File: config.mk
export PLATFORM = sky130hd
export DESIGN_NAME = cv3_lane
export DESIGN_NICKNAME = d
export VERILOG_FILES = /design/src/rtl/conv3x3_rgb_zero_pad_core_defines.svh /design/src/rtl/cv3_pkg.sv /design/src/rtl/cv3_lane.sv
export SDC_FILE = /design/constraint.sdc
export NUM_CORES = 2
export LEC_CHECK = 0
export BUFFER_PORTS_ARGS = -buffer_cell sky130_fd_sc_hd__buf_2
export CAP_MARGIN = 20
export CORE_UTILIZATION = 40
export CTS_BUF_LIST = sky130_fd_sc_hd__clkbuf_16
export DETAILED_ROUTE_END_ITERATION = 10
export SLEW_MARGIN = 20
export SYNTH_ARGS = -nofsm -noshare
export SYNTH_HDL_FRONTEND = slang
export SYNTH_SLANG_ARGS = --single-unit
File: constraint.sdc
create_clock -name clk -period 4.2 [get_ports clk]
set_input_delay 0.63 -clock clk [delete_from_list [all_inputs] [get_ports clk]]
set_output_delay 0.63 -clock clk [all_outputs]
set_load 0.02 [all_outputs]
File: src/rtl/conv3x3_rgb_zero_pad_core_defines.svh
// ----------------------------------------------------------------------------
// conv3x3 rgb zero-pad core: assertion macros
// concurrent check macros shared by the rtl; empty when SYNTHESIS is defined
// ----------------------------------------------------------------------------
`ifndef CONV3X3_RGB_ZERO_PAD_CORE_DEFINES_SVH
`define CONV3X3_RGB_ZERO_PAD_CORE_DEFINES_SVH

`ifndef SYNTHESIS

// same-cycle implication
`define CV3_ASSERT_IMP(lbl, ck, rn, ante, cons) \
    lbl: assert property (@(posedge ck) disable iff (!rn) (ante) |-> (cons)) \
        else $error("cv3 check failed");

// next-cycle implication
`define CV3_ASSERT_NXT(lbl, ck, rn, ante, cons) \
    lbl: assert property (@(posedge ck) disable iff (!rn) (ante) |=> (cons)) \
        else $error("cv3 check failed");

`else

`define CV3_ASSERT_IMP(lbl, ck, rn, ante, cons)
`define CV3_ASSERT_NXT(lbl, ck, rn, ante, cons)

`endif

`endif

File: src/rtl/cv3_pkg.sv
// ----------------------------------------------------------------------------
// cv3_pkg
// shared constants, register codes and types of the 3x3 rgb convolution core
// ----------------------------------------------------------------------------
package cv3_pkg;

    // defaults for the top-level parameters
    localparam int DEF_MAX_WIDTH = 1024;
    localparam int DEF_COEF_BITS = 8;

    localparam int MAX_HEIGHT = 4096;

    // pixel and kernel geometry
    localparam int CH_W       = 8;
    localparam int NUM_CH     = 3;
    localparam int PIX_W      = NUM_CH * CH_W;
    localparam int KERNEL_DIM = 3;
    localparam int NUM_TAPS   = KERNEL_DIM * KERNEL_DIM;
    localparam int SUM_W      = 20;

    // stream payload widths
    localparam int IN_DATA_W  = PIX_W;
    localparam int OUT_DATA_W = ((NUM_CH * SUM_W + 7) / 8) * 8;

    // counters and configuration registers
    localparam int ROW_W        = 13;
    localparam int IMG_WIDTH_W  = 11;
    localparam int IMG_HEIGHT_W = 13;
    localparam int COEF_ROW_W   = 24;

    localparam int CFG_IDX_W  = 3;
    localparam int CFG_DATA_W = 24;

    localparam logic [CFG_IDX_W-1:0] REG_IMAGE_WIDTH  = 3'd0;
    localparam logic [CFG_IDX_W-1:0] REG_IMAGE_HEIGHT = 3'd1;
    localparam logic [CFG_IDX_W-1:0] REG_COEF_TOP     = 3'd2;
    localparam logic [CFG_IDX_W-1:0] REG_COEF_MIDDLE  = 3'd3;
    localparam logic [CFG_IDX_W-1:0] REG_COEF_BOTTOM  = 3'd4;

    localparam logic [IMG_WIDTH_W-1:0]  RST_IMAGE_WIDTH  = 11'd1024;
    localparam logic [IMG_HEIGHT_W-1:0] RST_IMAGE_HEIGHT = 13'd1024;
    localparam logic [COEF_ROW_W-1:0]   RST_COEF_TOP     = 24'hFFFFFF;
    localparam logic [COEF_ROW_W-1:0]   RST_COEF_MIDDLE  = 24'hFF08FF;
    localparam logic [COEF_ROW_W-1:0]   RST_COEF_BOTTOM  = 24'hFFFFFF;

    // item kind carried in tuser
    localparam logic KIND_PIXEL = 1'b0;
    localparam logic KIND_FLUSH = 1'b1;

    typedef logic [PIX_W-1:0] pix_t;

    // per-item control travelling beside the data pipeline
    typedef struct packed {
        logic emit;
        logic last;
        logic top_skip;
        logic bot_skip;
        logic left_skip;
        logic right_skip;
    } cv3_ctl_t;

endpackage

File: src/rtl/cv3_lane.sv
// ----------------------------------------------------------------------------
// cv3_lane
// one colour channel: nine tap products, registered, then a registered sum
// ----------------------------------------------------------------------------
module cv3_lane
    import cv3_pkg::*;
#(
    parameter int COEF_BITS = DEF_COEF_BITS
)
(
    input  logic                                 clk,
    input  logic                                 en,
    input  logic [NUM_TAPS-1:0][CH_W-1:0]        taps,
    input  logic [NUM_TAPS-1:0][COEF_BITS-1:0]   coefs,
    input  logic [NUM_TAPS-1:0]                  tap_en,
    output logic signed [SUM_W-1:0]              sum
);

    localparam int PROD_W = CH_W + 1 + COEF_BITS;
    localparam int ACC_W  = (PROD_W + 4 > SUM_W) ? PROD_W + 4 : SUM_W;

    logic signed [PROD_W-1:0] prod_next [NUM_TAPS];
    logic signed [PROD_W-1:0] prod_reg  [NUM_TAPS];
    logic signed [ACC_W-1:0]  row_sum   [KERNEL_DIM];
    logic signed [ACC_W-1:0]  acc_next;
    logic signed [ACC_W-1:0]  acc_reg;

    // pixel is unsigned, coefficient signed
    always_comb
    begin
        for (int i = 0; i < NUM_TAPS; i++)
        begin
            if (tap_en[i])
            begin
                prod_next[i] = $signed({1'b0, taps[i]}) * $signed(coefs[i]);
            end
            else
            begin
                prod_next[i] = '0;
            end
        end
    end

    always_comb
    begin
        for (int k = 0; k < KERNEL_DIM; k++)
        begin
            row_sum[k] = ACC_W'(prod_reg[k*KERNEL_DIM])
                       + ACC_W'(prod_reg[k*KERNEL_DIM + 1])
                       + ACC_W'(prod_reg[k*KERNEL_DIM + 2]);
        end
        acc_next = row_sum[0] + row_sum[1] + row_sum[2];
    end

    always_ff @(posedge clk)
    begin
        if (en)
        begin
            prod_reg <= prod_next;
            acc_reg  <= acc_next;
        end
    end

    assign sum = acc_reg[SUM_W-1:0];

endmodule

==> metrics.md <==
| Metric | Value |
|---|---|
| Synthesized instance count | 3,068 |
| TNS Setup | -1.395 ns |
| Cell family with most CP delay | adder cells |
| Gr ovfl total | 0 |
| TritonCTS Buffers | 17 |
| Mux contribution to synthesized area | 0.001359 |
| Critical-path cell list | fa_1 > fa_1 > fa_1 > inv_1 > fa_1 > inv_2 > ha_4 > inv_2 > fa_2 > nor2b_4 > o31a_1 > o41a_1 > a311o_1 > a21oi_2 > xnor2_1 |
| Crit Path Max Fanout | 3 |
| Relative slew margins | 0.6093 |
| CTS tree | yes |
| Final hold vios | 0 |
| Number of routed nets with antenna violations | 0 |
| Worst-margin pin slew | 0.5860 ns |
| Outcome | finished, violations left |
| Sink Count | 173 |
| Setup Slack @ Placement | -0.4722 ns |
| Seq cells post-synth | 173 |
| Finish-stage setup viols | 10 |
| Adder-cell share of the synthesized area | 0.4813 |
| Synth async-reset ratio | 0 |
| Syn. warnings | 0 |
| Layout net count | 4,745 |
| Initial antenna violation count | 3 |
| CP most frequent cell | fa_1 |
| Final Skew | 0.01836 ns |
| Post-synth EDFFs | 173 |
| Post-synthesis simple-gate area fraction | 0.1577 |
| Vias per std cell | 4.714 |
| FF-to-FF Start | prod_reg[104]$_SDFFCE_PN0P_ |
| Hold Buf Count CTS | 0 |
| Initial core utilization | 0.4038 |
| DPL Wire Length | 60,050 um |
| Setup ws final | -0.2965 ns |
| DRC Markers | 0 |
| FF-to-FF setup slack | -0.30 ns |
| Mapped Avg Cell Area | 9.603 um2 |
| Reg2Reg Depth | 15 |
| Post-Synthesis Cell Area | 0.02946 mm2 |
| Synth Area in XOR/XNOR | 0.02408 |
| Clock root buffer | clkbuf_16 |
| Site row count | 99 |
| Dpl cell area | 0.03522 mm2 |
| Largest family of logic cells by synthesized area | adder cells |
| Compound-gate portion of the synthesized area | 0.06685 |
| Post-layout min period | 4.497 ns |
| IO Pins | 175 |
| Slew Viols, Final | 0 |
| HP Start | tap_en[5] |
| Core area | 0.07296 mm2 |
| RSZ-0062 raised after global routing | yes |
| Hold Path End | prod_reg[53]$_SDFFCE_PN0P_ |
| Clk buf depth | 2 |
| Hold WC Path Type | in2reg |
| Violated checks | setup timing |
| Worst setup EP type | register |
| Synth cell types | 54 |
| Data required, critical path | 4.40 ns |
| Critical path's slowest cell | fa_1 |
| Final critical-path share of the clock period | 1.071 |
| Largest net degree at the start of global routing | 83 |
| Type of the worst setup path | reg2reg |
| Area Overhead vs Synth | 25.13% |
| PortBufs | 174 |
| Hold depth | 2 |
| Crit path largest cell delay | 0.62 ns |
| Final Wtd Congestion | 0.9050 |
| Die ar. | 0.07474 mm2 |
| GRT Util Overall | 0.1917 |
| Maximum clock rate | 222.4 MHz |
| Cell accounting for the most synthesized area | fa_1 |
| Synth top area share | 0.3085 |
| H-tree depth | 4 |
| Top post-synthesis cells by area | fa_1 31%, edfxtp_1 18%, ha_1 17% |
| Die Y | 273.4 um |
| Routed vias | 22,171 |
| Share of layout cells above drive strength 1 | 0.2338 |
| Vias in the first global route | 23,575 |
| Synth Net Count | 4,084 |
| Post-synthesis sequential area ratio | 0.1763 |
| Max-cap violations | 0 |
| CTS clk-pin slew, worst paths | 0.08 ns |
| Reg-to-reg critical path endpoint | acc_reg[18]$_DFFE_PP_ |
| Final std cell area, no fill | 0.03687 mm2 |
| First-pass GRT wire length | 115,700 um |
| Worst setup SP type | register |
| Routed wire per std cell | 14.58 um |
| Top_reg_cell synth | edfxtp_1 |
| Max reg flops | 153 |
| CP bufs+invs | 3 |
| Die Wd | 273.4 um |
| Drt first pass iters | 4 |
| Final WL | 68,560 um |
| Worst Path Arrival | 4.70 ns |
| Worst skew pair latency | 0.44 ns |
| Initial DRC count | 757 |
-- per-stage QoR --
stage | utilization | cells | hold WS (ns)
2_1_floorplan | - | 3068 | 0.6803
4_1_cts | 0.4928 | 4682 | 0.5600
6_report | 0.5053 | 4703 | 0.5768
3_5_place_dp | 0.4827 | 4644 | 0.9273
3_3_place_gp | 0.4827 | 4644 | 0.9363
5_1_grt | 0.5053 | 4703 | 0.5850
-- cell families after synthesis --
group | Yosys count
flops | 173
mux | 4
simple gates | 914
fa+ha+maj | 861
buf+inv | 725
compound gates | 310
xor+xnor | 81
-- per-layer routing --
metal  global-route usage  part of all wire  up-vias
met5                    0           0.00016        -
met4              0.03484             0.015        2
met3              0.01640             0.023       51
met2               0.3498              0.52      278
met1               0.2476              0.44    10876
li1                     -                 -    10964
-- cell usage in the layout (no fill, tap or decap), types with 27 or more instances in the layout --
cell type    n
inv_2       33
o21ai_0     46
xnor2_1     61
nand2b_1    52
buf_2      146
and2_1     309
a211oi_1    29
ha_4        27
ha_1       380
inv_1      676
nand2_1    251
a21oi_1     65
nor2_1     155
edfxtp_1   173
fa_1       444
buf_4      469
-- cell usage after synthesis, drive strengths merged, types with 8 or more instances --
| library cell | number |
|---|---|
| o31a | 8 |
| inv | 710 |
| nand2b | 56 |
| nand2 | 256 |
| a21o | 16 |
| nor2b | 23 |
| nand3 | 18 |
| nor2 | 159 |
| nor3 | 23 |
| xor2 | 20 |
| and2 | 333 |
| fa | 454 |
| o21bai | 14 |
| edfxtp | 173 |
| a21oi | 84 |
| and3 | 16 |
| clkbuf | 11 |
| nand4 | 10 |
| o21ai | 71 |
| o31ai | 17 |
| a211oi | 33 |
| o21a | 26 |
| xnor2 | 61 |
| ha | 407 |
-- cell type report --
cell class              count  area (um2)
diodes                      2       5.005
clock buffers              17       425.4
clock inverters            15       150.1
fillers                  6789       36090
inverters                 714        2685
multi-input cells        2170       22490
flip-flops and latches    173        5195
well taps                 959        1200
repair buffers            653        4717
-- how the worst max path moves through the flow --
stage	endpoint	startpoint	depth (start not counted)	slack (ns)
after floorplan	acc_reg[18]$_DFFE_PP_	prod_reg[138]$_SDFFCE_PN0P_	15	-0.18
after global placement	prod_reg[62]$_SDFFCE_PN0P_	coefs[47]	15	-0.46
after detailed placement	prod_reg[33]$_SDFFCE_PN0P_	taps[59]	17	-0.47
after CTS	acc_reg[18]$_DFFE_PP_	prod_reg[104]$_SDFFCE_PN0P_	15	-0.27
after global routing	acc_reg[16]$_DFFE_PP_	prod_reg[37]$_SDFFCE_PN0P_	15	-0.43
final	acc_reg[18]$_DFFE_PP_	prod_reg[104]$_SDFFCE_PN0P_	15	-0.30
-- what timing repair did --
item                       4_1_cts  5_1_grt
buffers inserted                 8       20
resized for setup               26      220
setup endpoints to repair       13       61
gates cloned                     0        0
pin swaps                       29      125
Power is left out: the tool's default activity adds up to more than one toggle a clock period on the data nets, which glitch-free logic cannot reach.
