--- src/rtl/conv3x3_rgb_zero_pad_core_defines.svh ---
// ----------------------------------------------------------------------------
// conv3x3 rgb zero-pad core: assertion macros
// concurrent check macros shared by the rtl; empty when SYNTHESIS is defined
// ----------------------------------------------------------------------------
`ifndef CONV3X3_RGB_ZERO_PAD_CORE_DEFINES_SVH
`define CONV3X3_RGB_ZERO_PAD_CORE_DEFINES_SVH

`ifndef SYNTHESIS

// same-cycle implication
`define CV3_ASSERT_IMP(lbl, ck, rn, ante, cons) \
    lbl: assert property (@(posedge ck) disable iff (!rn) (ante) |-> (cons)) \
        else $error("cv3 check failed");

// next-cycle implication
`define CV3_ASSERT_NXT(lbl, ck, rn, ante, cons) \
    lbl: assert property (@(posedge ck) disable iff (!rn) (ante) |=> (cons)) \
        else $error("cv3 check failed");

`else

`define CV3_ASSERT_IMP(lbl, ck, rn, ante, cons)
`define CV3_ASSERT_NXT(lbl, ck, rn, ante, cons)

`endif

`endif

--- src/rtl/cv3_pkg.sv ---
// ----------------------------------------------------------------------------
// cv3_pkg
// shared constants, register codes and types of the 3x3 rgb convolution core
// ----------------------------------------------------------------------------
package cv3_pkg;

    // defaults for the top-level parameters
    localparam int DEF_MAX_WIDTH = 1024;
    localparam int DEF_COEF_BITS = 8;

    localparam int MAX_HEIGHT = 4096;

    // pixel and kernel geometry
    localparam int CH_W       = 8;
    localparam int NUM_CH     = 3;
    localparam int PIX_W      = NUM_CH * CH_W;
    localparam int KERNEL_DIM = 3;
    localparam int NUM_TAPS   = KERNEL_DIM * KERNEL_DIM;
    localparam int SUM_W      = 20;

    // stream payload widths
    localparam int IN_DATA_W  = PIX_W;
    localparam int OUT_DATA_W = ((NUM_CH * SUM_W + 7) / 8) * 8;

    // counters and configuration registers
    localparam int ROW_W        = 13;
    localparam int IMG_WIDTH_W  = 11;
    localparam int IMG_HEIGHT_W = 13;
    localparam int COEF_ROW_W   = 24;

    localparam int CFG_IDX_W  = 3;
    localparam int CFG_DATA_W = 24;

    localparam logic [CFG_IDX_W-1:0] REG_IMAGE_WIDTH  = 3'd0;
    localparam logic [CFG_IDX_W-1:0] REG_IMAGE_HEIGHT = 3'd1;
    localparam logic [CFG_IDX_W-1:0] REG_COEF_TOP     = 3'd2;
    localparam logic [CFG_IDX_W-1:0] REG_COEF_MIDDLE  = 3'd3;
    localparam logic [CFG_IDX_W-1:0] REG_COEF_BOTTOM  = 3'd4;

    localparam logic [IMG_WIDTH_W-1:0]  RST_IMAGE_WIDTH  = 11'd1024;
    localparam logic [IMG_HEIGHT_W-1:0] RST_IMAGE_HEIGHT = 13'd1024;
    localparam logic [COEF_ROW_W-1:0]   RST_COEF_TOP     = 24'hFFFFFF;
    localparam logic [COEF_ROW_W-1:0]   RST_COEF_MIDDLE  = 24'hFF08FF;
    localparam logic [COEF_ROW_W-1:0]   RST_COEF_BOTTOM  = 24'hFFFFFF;

    // item kind carried in tuser
    localparam logic KIND_PIXEL = 1'b0;
    localparam logic KIND_FLUSH = 1'b1;

    typedef logic [PIX_W-1:0] pix_t;

    // per-item control travelling beside the data pipeline
    typedef struct packed {
        logic emit;
        logic last;
        logic top_skip;
        logic bot_skip;
        logic left_skip;
        logic right_skip;
    } cv3_ctl_t;

endpackage

--- src/rtl/cv3_merge.sv ---
// ----------------------------------------------------------------------------
// cv3_merge
// packs the three channel sums and the frame flag into the output register
// ----------------------------------------------------------------------------
module cv3_merge
    import cv3_pkg::*;
(
    input  logic                            clk,
    input  logic                            rst_n,
    input  logic                            load,
    input  logic [NUM_CH-1:0][SUM_W-1:0]    sums,
    input  logic                            last,
    input  logic                            out_ready,
    output logic                            out_valid,
    output logic [OUT_DATA_W-1:0]           out_data,
    output logic                            out_last
);

    logic                  valid_reg;
    logic                  valid_next;
    logic [OUT_DATA_W-1:0] data_reg;
    logic                  last_reg;

    always_comb
    begin
        priority if (load)
        begin
            valid_next = 1'b1;
        end
        else if (out_ready)
        begin
            valid_next = 1'b0;
        end
        else
        begin
            valid_next = valid_reg;
        end
    end

    always_ff @(posedge clk or negedge rst_n)
    begin
        if (!rst_n)
        begin
            valid_reg <= 1'b0;
        end
        else
        begin
            valid_reg <= valid_next;
        end
    end

    // blue in the low bits, zero fill on top
    always_ff @(posedge clk)
    begin
        if (load)
        begin
            data_reg <= OUT_DATA_W'(sums);
            last_reg <= last;
        end
    end

    assign out_valid = valid_reg;
    assign out_data  = data_reg;
    assign out_last  = last_reg;

endmodule

--- config.mk ---
export PLATFORM = sky130hd
export DESIGN_NAME = cv3_merge
export DESIGN_NICKNAME = d
export VERILOG_FILES = /design/src/rtl/conv3x3_rgb_zero_pad_core_defines.svh /design/src/rtl/cv3_pkg.sv /design/src/rtl/cv3_merge.sv
export SDC_FILE = /design/constraint.sdc
export NUM_CORES = 1
export LEC_CHECK = 0
export BUFFER_PORTS_ARGS = -buffer_cell sky130_fd_sc_hd__buf_2
export CAP_MARGIN = 20
export CORE_MARGIN = 4
export CORE_UTILIZATION = 30
export CTS_BUF_LIST = sky130_fd_sc_hd__clkbuf_4 sky130_fd_sc_hd__clkbuf_8
export CTS_CLUSTER_SIZE = 24
export DETAILED_ROUTE_END_ITERATION = 7
export MAX_ROUTING_LAYER = met4
export PLACE_DENSITY = 0.61
export SYNTH_ARGS = -nofsm -noshare
export SYNTH_HDL_FRONTEND = slang
export SYNTH_SLANG_ARGS = --single-unit
--- constraint.sdc ---
create_clock -name clk -period 0.8 [get_ports clk]
set_clock_uncertainty 0.05 [all_clocks]
set_input_delay 0.08 -clock clk [delete_from_list [all_inputs] [get_ports clk]]
set_output_delay 0.08 -clock clk [all_outputs]
set_load 0.1 [all_outputs]
==> qor.txt, run 1 <==
final setup violation count -> 62
Reg2Reg Depth -> 1
core box area -> 0.006026 mm2
fin crit share -> 1.358
reg2reg start -> out_valid
drt first pass iters -> 2
CTS Buf Count -> 9
CP max stage delay -> 0.44 ns
Worst setup startpoint -> out_data[20]
Overall Power -> 10.04 mW
CP Capture Point -> out_data[20]
clk_lat worst skew -> 0.32 ns
drt total wl -> 5.470 mm
1st-iter DRT viols -> 77
TritonCTS clock tree -> done
maximum clock path buffer count -> 2
cell count after synthesis -> 69
critical path class -> reg2out
Tot GR Track Use -> 0.1565
yosys warns -> 0
grt ovf -> 0
critical path's top delay family -> flip-flops
initial antenna violation count -> 0
IO Port Bufs -> 126
cts repair resizes -> 0
CP Capture Type -> output port
Seq/Total Area, Yosys -> 0.9763
Via density -> 4.028
number of synthesized register bits -> 62
vias in the first global route -> 1,632
Hold WS -> 0.2068 ns
power density over cell area -> 2268 mW/mm2
CTS root buffer -> clkbuf_8
P&R area growth vs syn -> 132.6%
Required @ worst endpoint -> 0.67 ns
WP buf/inv -> 1
antenna viol nets, final -> 0
gp weighted congestion -> 0.6916
largest net degree at the start of global routing -> 23
full die area -> 0.007677 mm2
clock transition at the registers of the reported paths -> 0.07 ns
CP Launch Type -> flop
reg-to-reg slack, setup -> 0.05 ns
Stages on worst setup path -> 1
hold_sp -> load
Initial Util -> 0.3156
PnR worst setup slack -> -0.2861 ns
post-CTS setup buffer count -> 0
outcome -> complete, but fails checks
failing checks -> negative setup slack
post-route minimum period -> 1.086 ns
number of placed I/O pins -> 131
CP max-delay cell -> edfxtp_1
maximum level of the CTS H-tree -> 3
nets -> 337
max_cap viols -> 0
DR DRC count -> 0
WL per Instance -> 15.54 um
Crit Path Max Fanout -> 1
Max VDD drop -> 1.661 mV
reg-to-reg endpoint -> out_valid
area of the mapped netlist -> 0.001902 mm2
Placement Rows -> 28
max-slew violations -> 0
Unique masters post-synth -> 6
Post-Route Utilization -> 0.7342
HP Class -> in2reg
die width -> 87.62 um
leak pwr -> 1.859 nW
RSZ-0062 raised after global routing -> yes
first-pass GRT wire length -> 8.335 mm
vias -> 1,418
share of layout cells above drive strength 1 -> 0.5199
Syn Area/Cell -> 27.56 um2
# diodes -> 0
CTS Sinks -> 62
WP data arrival -> 0.96 ns
Hold Vio Cnt, Final -> 0
die height -> 87.62 um
CP Cell Sequence -> buf_12
Achievable Freq -> 0.9207 GHz
## layout make-up
class / count / area [um2]
timing repair buffer: 193 / 2262
sequential: 62 / 1858
fill: 360 / 1602
clock buffer: 10 / 131.4
tap: 75 / 93.84
clock inverter: 6 / 52.55
multi-input combinational: 5 / 22.52
inverter: 1 / 3.754
## how the worst min path moves through the flow
stage               depth (start not counted)  slack [ns]            to
global route                                2        0.19  out_data[48]
detailed placement                          1       -0.19     out_valid
floorplan                                   0       -0.27     out_valid
finish                                      2        0.21  out_data[44]
CTS                                         2        0.20  out_data[44]
global placement                            1       -0.19     out_valid
## Yosys cell counts, drive strengths merged
| master | count | area share |
|---|---|---|
| edfxtp | 61 | 0.96 |
| buf | 4 | 0.016 |
| a21o | 1 | 0.0039 |
| conb | 1 | 0.0020 |
| dfrtp | 1 | 0.013 |
| inv | 1 | 0.0020 |
## stage by stage
stage	instances	setup TNS (ns)	instance area (um2)	setup slack [ns]
3_3_place_gp	272	-0.006824	3600	-0.0009197
4_1_cts	352	-16.99	4424	-0.2978
3_5_place_dp	272	-0.9176	3600	-0.02252
5_1_grt	352	-18.81	4424	-0.3361
2_1_floorplan	72	-14.47	1914	-0.2340
6_report	352	-15.93	4424	-0.2861
## cell families (layout without fill, tap and decap cells)
family / Yosys count / count (layout) / share of synthesized area
flops: 62 / 62 / 0.9763
buf+inv: 5 / 210 / 0.01776
other cells: 1 / 4 / 0.001972
compound gates: 1 / 1 / 0.003949
## power by group
part           switching, mW  total [mW]  internal [mW]
logic                   2.17        3.42           1.26
registers              0.208        4.08           3.87
clock network           1.10        2.53           1.44
total                   3.47        10.0           6.56
## cell usage in the layout (no fill, tap or decap), drive strengths merged
cell type    Yosys  final
inv              1      1
bufinv           0      1
edfxtp          61     61
a21o             1      1
buf              4    129
dlygate4sd3      0     64
dfrtp            1      1
conb             1      4
clkinv           0      5
clkbuf           0     10
## state kept, by name, indices dropped and copies added (netlist names)
| signal | count |
|---|---|
| out_last | 1 |
| out_data | 60 |
| out_valid | 1 |
## repair_timing
| action | in CTS | in global routing |
|---|---|---|
| endpoints found under the hold margin | 63 | 0 |
| hold buffers | 64 | 0 |
| setup endpoints to repair | 62 | 62 |
## per-layer routing
metal / global-route usage / vias up / part of all wire
met2: 0.2678 / 78 / 0.56
met4: 0.05439 / 0 / 0.0099
li1: - / 671 / -
met1: 0.1670 / 661 / 0.35
met5: - / - / 0
met3: 0.05644 / 8 / 0.088
Power figures use the tool's default switching activity.
==> run 2: changes to the inputs <==
--- a/config.mk
+++ b/config.mk
@@ -5,6 +5,7 @@
 export SDC_FILE = /design/constraint.sdc
 export NUM_CORES = 1
 export LEC_CHECK = 0
+export ABC_AREA = 1
 export BUFFER_PORTS_ARGS = -buffer_cell sky130_fd_sc_hd__buf_2
 export CAP_MARGIN = 20
 export CORE_MARGIN = 4
==> run 2 against run 1 <==
Via count grew 2.0%. Hold slack lost 0.028 ns. Register-to-register slack lost 0.05 ns. Critical path depth is the same. Area after synthesis grew 0.20%. Power shrank 3.9%. First-iteration DRC count shrank 14%. Synthesized cell count grew 2.9%. Sequential cell count is the same. Clock-buffer cell count is the same. Design area shrank 0.88%. Non-clock buffer count is the same. The flow still finishes with violations (negative setup slack).
==> qor.txt, run 2 <==
power density over cell area -> 2199 mW/mm2
Unique masters post-synth -> 6
fin crit share -> 1.371
Placement Rows -> 28
max-slew violations -> 0
critical path's top delay family -> flip-flops
Post-Route Utilization -> 0.7278
leak pwr -> 1.841 nW
outcome -> complete, but fails checks
Via density -> 4.108
Overall Power -> 9.643 mW
drt total wl -> 5.794 mm
Post-DP Area -> 0.003583 mm2
post-route minimum period -> 1.097 ns
DR DRC count -> 0
Achievable Freq -> 0.9118 GHz
WP data arrival -> 0.97 ns
largest net degree at the start of global routing -> 37
asr flop ratio synth -> 0.01613
Required @ worst endpoint -> 0.67 ns
Initial Util -> 0.3162
P&R area growth vs syn -> 130.1%
WP buf/inv -> 1
switching share of power -> 0.3558
Seq/Total Area, Yosys -> 0.9744
IO Port Bufs -> 126
maximum level of the CTS H-tree -> 3
Tot GR Track Use -> 0.1669
NetSw -> 3.432 mW
cell count after synthesis -> 71
final setup violation count -> 63
1st-iter DRT viols -> 66
max_cap viols -> 0
Top FF cell, synth -> edfxtp_1
CP Capture Type -> output port
share of the synthesized area in the top cell type -> 0.9613
CP Launch Type -> flop
internal power -> 6.212 mW
critical path class -> reg2out
core box area -> 0.006026 mm2
full die area -> 0.007691 mm2
number of synthesized register bits -> 62
RSZ-0062 raised after global routing -> yes
area of the mapped netlist -> 0.001906 mm2
Crit Path Max Fanout -> 1
WL per Instance -> 16.46 um
clk_lat worst skew -> 0.32 ns
vias in the first global route -> 1,703
# diodes -> 0
drt first pass iters -> 4
Synth area leader -> edfxtp_1
share of layout cells above drive strength 1 -> 0.5126
max reg flops -> 60
maximum clock path buffer count -> 2
top cells by area, synth -> edfxtp_1, buf_4, dfrtp_1, inv_1, nand2_1
CP max stage delay -> 0.44 ns
top cells by count, synth -> edfxtp_1, buf_4, inv_1, nand2_1
Clk network pwr share -> 0.220
EDFF count, synth -> 61
antenna viol nets, final -> 0
Filler cells -> 356
most frequent cells in the layout -> dlygate4sd3_1, buf_2, buf_12
PnR worst setup slack -> -0.2968 ns
CP Cell Sequence -> buf_12
CP max-delay cell -> edfxtp_1
vias -> 1,446
nets -> 339
post-route cell area -> 0.004385 mm2
gp weighted congestion -> 0.6658
sequential share of power -> 0.424
TritonCTS clock tree -> done
die width -> 87.70 um
Hold Vio Cnt, Final -> 0
CTS root buffer -> clkbuf_8
yosys warns -> 0
clock transition at the registers of the reported paths -> 0.06 ns
Syn Area/Cell -> 26.84 um2
grt ovf -> 0
initial antenna violation count -> 0
failing checks -> negative setup slack
HP Class -> in2reg
first-pass GRT wire length -> 8.769 mm
Combinational Power Share -> 0.356
count leader, synth -> edfxtp_1
CTS Sinks -> 62
CTS Buf Count -> 9
Max VDD drop -> 1.782 mV
die height -> 87.70 um
number of placed I/O pins -> 131
## run 2: cell types whose count changed in the layout (fill, tap and decap cells not counted), sizes merged
cell    delta
a21o       -1
bufinv     -1
clkinv     -1
inv        +1
nand2      +2
## run 2: metrics by stage
step | std cells | hold WS, ns | worst slack, ns | setup TNS [ns]
4_1_cts | 351 | 0.1580 | -0.3028 | -17.24
5_1_grt | 352 | 0.1784 | -0.3425 | -18.81
3_3_place_gp | 273 | -0.1939 | -0.008595 | -0.2171
3_5_place_dp | 273 | -0.1913 | -0.01613 | -0.4808
6_report | 352 | 0.1792 | -0.2968 | -16.19
2_1_floorplan | 74 | -0.2656 | -0.2340 | -14.41
## run 2: power groups by stage
stage	clock network, mW	logic, mW	registers (mW)
2_1_floorplan	0	0.101	5.83
3_3_place_gp	0	3.16	4.13
3_5_place_dp	0	3.17	4.14
4_1_cts	2.20	3.42	4.08
5_1_grt	2.38	3.51	4.11
6_report	2.12	3.44	4.09
## run 2: final timing paths
path                       slack, ns           end         start  cells after the start
min reg2reg                     0.57     out_valid     out_valid                      3
min                             0.18  out_data[55]          load                      2
min in group asynchronous       0.56     out_valid         rst_n                      3
max reg2reg                        0     out_valid     out_valid                      3
max                            -0.30  out_data[27]  out_data[27]                      1
max in group asynchronous       0.03     out_valid         rst_n                      3
## run 2: layer usage
layer | global-route usage | share of wire
met1 | 0.1778 | 0.37
met2 | 0.2589 | 0.50
met3 | 0.08937 | 0.12
met4 | 0.06974 | 0.011
met5 | - | 0
## run 2: logic make-up after synthesis
group	count (synthesis)	synth area share
flops	62	0.9744
buf+inv	6	0.01970
simple gates	2	0.003941
other cells	1	0.001968
## run 2: layout make-up
cell class / instances / area, um2 / area share
timing repair buffer: 193 / 2253 / 0.5138
sequential: 62 / 1858 / 0.4237
clock buffer: 10 / 131.4 / 0.02996
tap: 75 / 93.84 / 0.02140
multi-input combinational: 6 / 25.02 / 0.005706
clock inverter: 4 / 16.27 / 0.003709
inverter: 2 / 7.507 / 0.001712
## run 2: repair_timing
| item | CTS | global route |
|---|---|---|
| pin swaps | 0 | 1 |
| endpoints found under the setup margin | 62 | 62 |
| setup buffers | 0 | 1 |
| endpoints found under the hold margin | 63 | 0 |
| hold buffers | 64 | 0 |
| gates resized for setup | 0 | 2 |
==> run 3: changes to the inputs <==
--- a/config.mk
+++ b/config.mk
@@ -8,6 +8,7 @@
 export ABC_AREA = 1
 export BUFFER_PORTS_ARGS = -buffer_cell sky130_fd_sc_hd__buf_2
 export CAP_MARGIN = 20
+export CORE_ASPECT_RATIO = 1.75
 export CORE_MARGIN = 4
 export CORE_UTILIZATION = 30
 export CTS_BUF_LIST = sky130_fd_sc_hd__clkbuf_4 sky130_fd_sc_hd__clkbuf_8
==> run 3 against run 2 <==
The flow still finishes with violations (negative setup slack). Power grew 11%. Largest power group unchanged. Highest routed layer unchanged. Setup slack lost 0.013 ns. Critical path depth did not move. Sequential power about the same. Clock power up 48%. Sequential cell count is the same. Non-clock buffer count did not move.
==> qor.txt, run 3 (synthesis results as in run 2) <==
outcome -> complete, but fails checks
failing checks -> negative setup slack
clock transition at the registers of the reported paths -> 0.07 ns
Crit Path Max Fanout -> 1
P&R area growth vs syn -> 135.2%
Initial Util -> 0.3083
WP data arrival -> 0.98 ns
core box area -> 0.006181 mm2
leak pwr -> 1.886 nW
largest net degree at the start of global routing -> 33
Placement Rows -> 38
Hold Vio Cnt, Final -> 0
critical path class -> reg2out
gp weighted congestion -> 0.7250
Max VDD drop -> 1.915 mV
fin cells -> 359
Achievable Freq -> 0.9012 GHz
CTS Sinks -> 62
drt total wl -> 5.870 mm
Worst setup startpoint -> out_data[21]
Tot GR Track Use -> 0.1647
TritonCTS clock tree -> done
Required @ worst endpoint -> 0.67 ns
initial antenna violation count -> 0
maximum clock path buffer count -> 2
CP max-delay cell -> edfxtp_1
HP Class -> in2reg
CP Launch Type -> flop
die height -> 113.4 um
CP max stage delay -> 0.44 ns
drt first pass iters -> 4
placed cell count -> 278
RSZ-0062 raised after global routing -> yes
WL per Instance -> 16.35 um
Filler cells -> 387
nets -> 339
max-slew violations -> 0
most frequent cells in the layout -> dlygate4sd3_1, buf_2, buf_12
DR DRC count -> 0
PnR worst setup slack -> -0.3096 ns
fin crit share -> 1.387
die width -> 68.25 um
# diodes -> 0
Via density -> 4.056
clk_lat worst skew -> 0.33 ns
post-route minimum period -> 1.110 ns
final setup violation count -> 62
vias -> 1,456
WP buf/inv -> 1
max_cap viols -> 0
pre-CTS setup slack -> -0.01307 ns
full die area -> 0.007741 mm2
1st-iter DRT viols -> 32
grt ovf -> 0
max reg flops -> 60
antenna viol nets, final -> 0
IO Port Bufs -> 126
first-pass GRT wire length -> 8.721 mm
vias in the first global route -> 1,638
CTS root buffer -> clkbuf_8
number of placed I/O pins -> 131
setup tns final -> -16.47 ns
power density over cell area -> 2378 mW/mm2
CP Cell Sequence -> buf_12
critical path's top delay family -> flip-flops
CP Capture Type -> output port
hold_sp -> load
maximum level of the CTS H-tree -> 3
reg2reg start -> out_valid
share of layout cells above drive strength 1 -> 0.5269
CTS Buf Count -> 9
## run 3: changes by cell type in the layout (fill, tap and decap cells not counted)
cell and delta:
bufinv_16 +2, clkbuf_8 +3, clkinv_1 -3
## run 3: worst paths after layout
| kind | end | slack, ns | cells past startpoint |
|---|---|---|---|
| min in group asynchronous | out_valid | 0.57 | 3 |
| worst min-delay path | out_valid | 0.16 | 4 |
| max in group asynchronous | out_valid | 0.02 | 3 |
| worst max register to register | out_valid | 0 | 3 |
| worst min register to register | out_valid | 0.57 | 3 |
| worst max-delay path | out_data[21] | -0.31 | 1 |
## run 3: per-layer routing
layer  vias to the layer above  track usage  part of all wire
met4                         0      0.05578             0.013
met2                        83       0.2893              0.58
met3                         7      0.05025             0.085
li1                        672            -                 -
met1                       694       0.1680              0.33
met5                         -            -                 0
## run 3: area by class of cell
class / instances / area [um2] / area share
timing repair buffer: 193 / 2253 / 0.5028
sequential: 62 / 1858 / 0.4146
clock buffer: 13 / 172.7 / 0.03853
tap: 80 / 100.1 / 0.02233
clock inverter: 3 / 65.06 / 0.01452
multi-input combinational: 6 / 25.02 / 0.005583
inverter: 2 / 7.507 / 0.001675
## run 3: what timing repair did
action,in CTS,in global routing
resized for setup,0,2
hold buffers,64,0
hold endpoints to repair,63,0
pin swaps,0,1
buffers inserted,0,1
endpoints found under the setup margin,62,62
## run 3: power breakdown
| group | internal, mW | switching, mW |
|---|---|---|
| Clock | 2.04 | 1.10 |
| Sequential | 3.87 | 0.209 |
| Combinational | 1.26 | 2.18 |
## run 3: through the flow
step           hold WS (ns)  utilization  instance area [um2]  power [mW]
2_1_floorplan       -0.2656            -                 1918       5.931
3_3_place_gp        -0.1938       0.5808                 3590       7.296
3_5_place_dp        -0.1934       0.5808                 3590       7.336
4_1_cts              0.1367       0.7229                 4468       10.75
5_1_grt              0.1896       0.7251                 4482       10.99
6_report             0.1624       0.7251                 4482       10.66
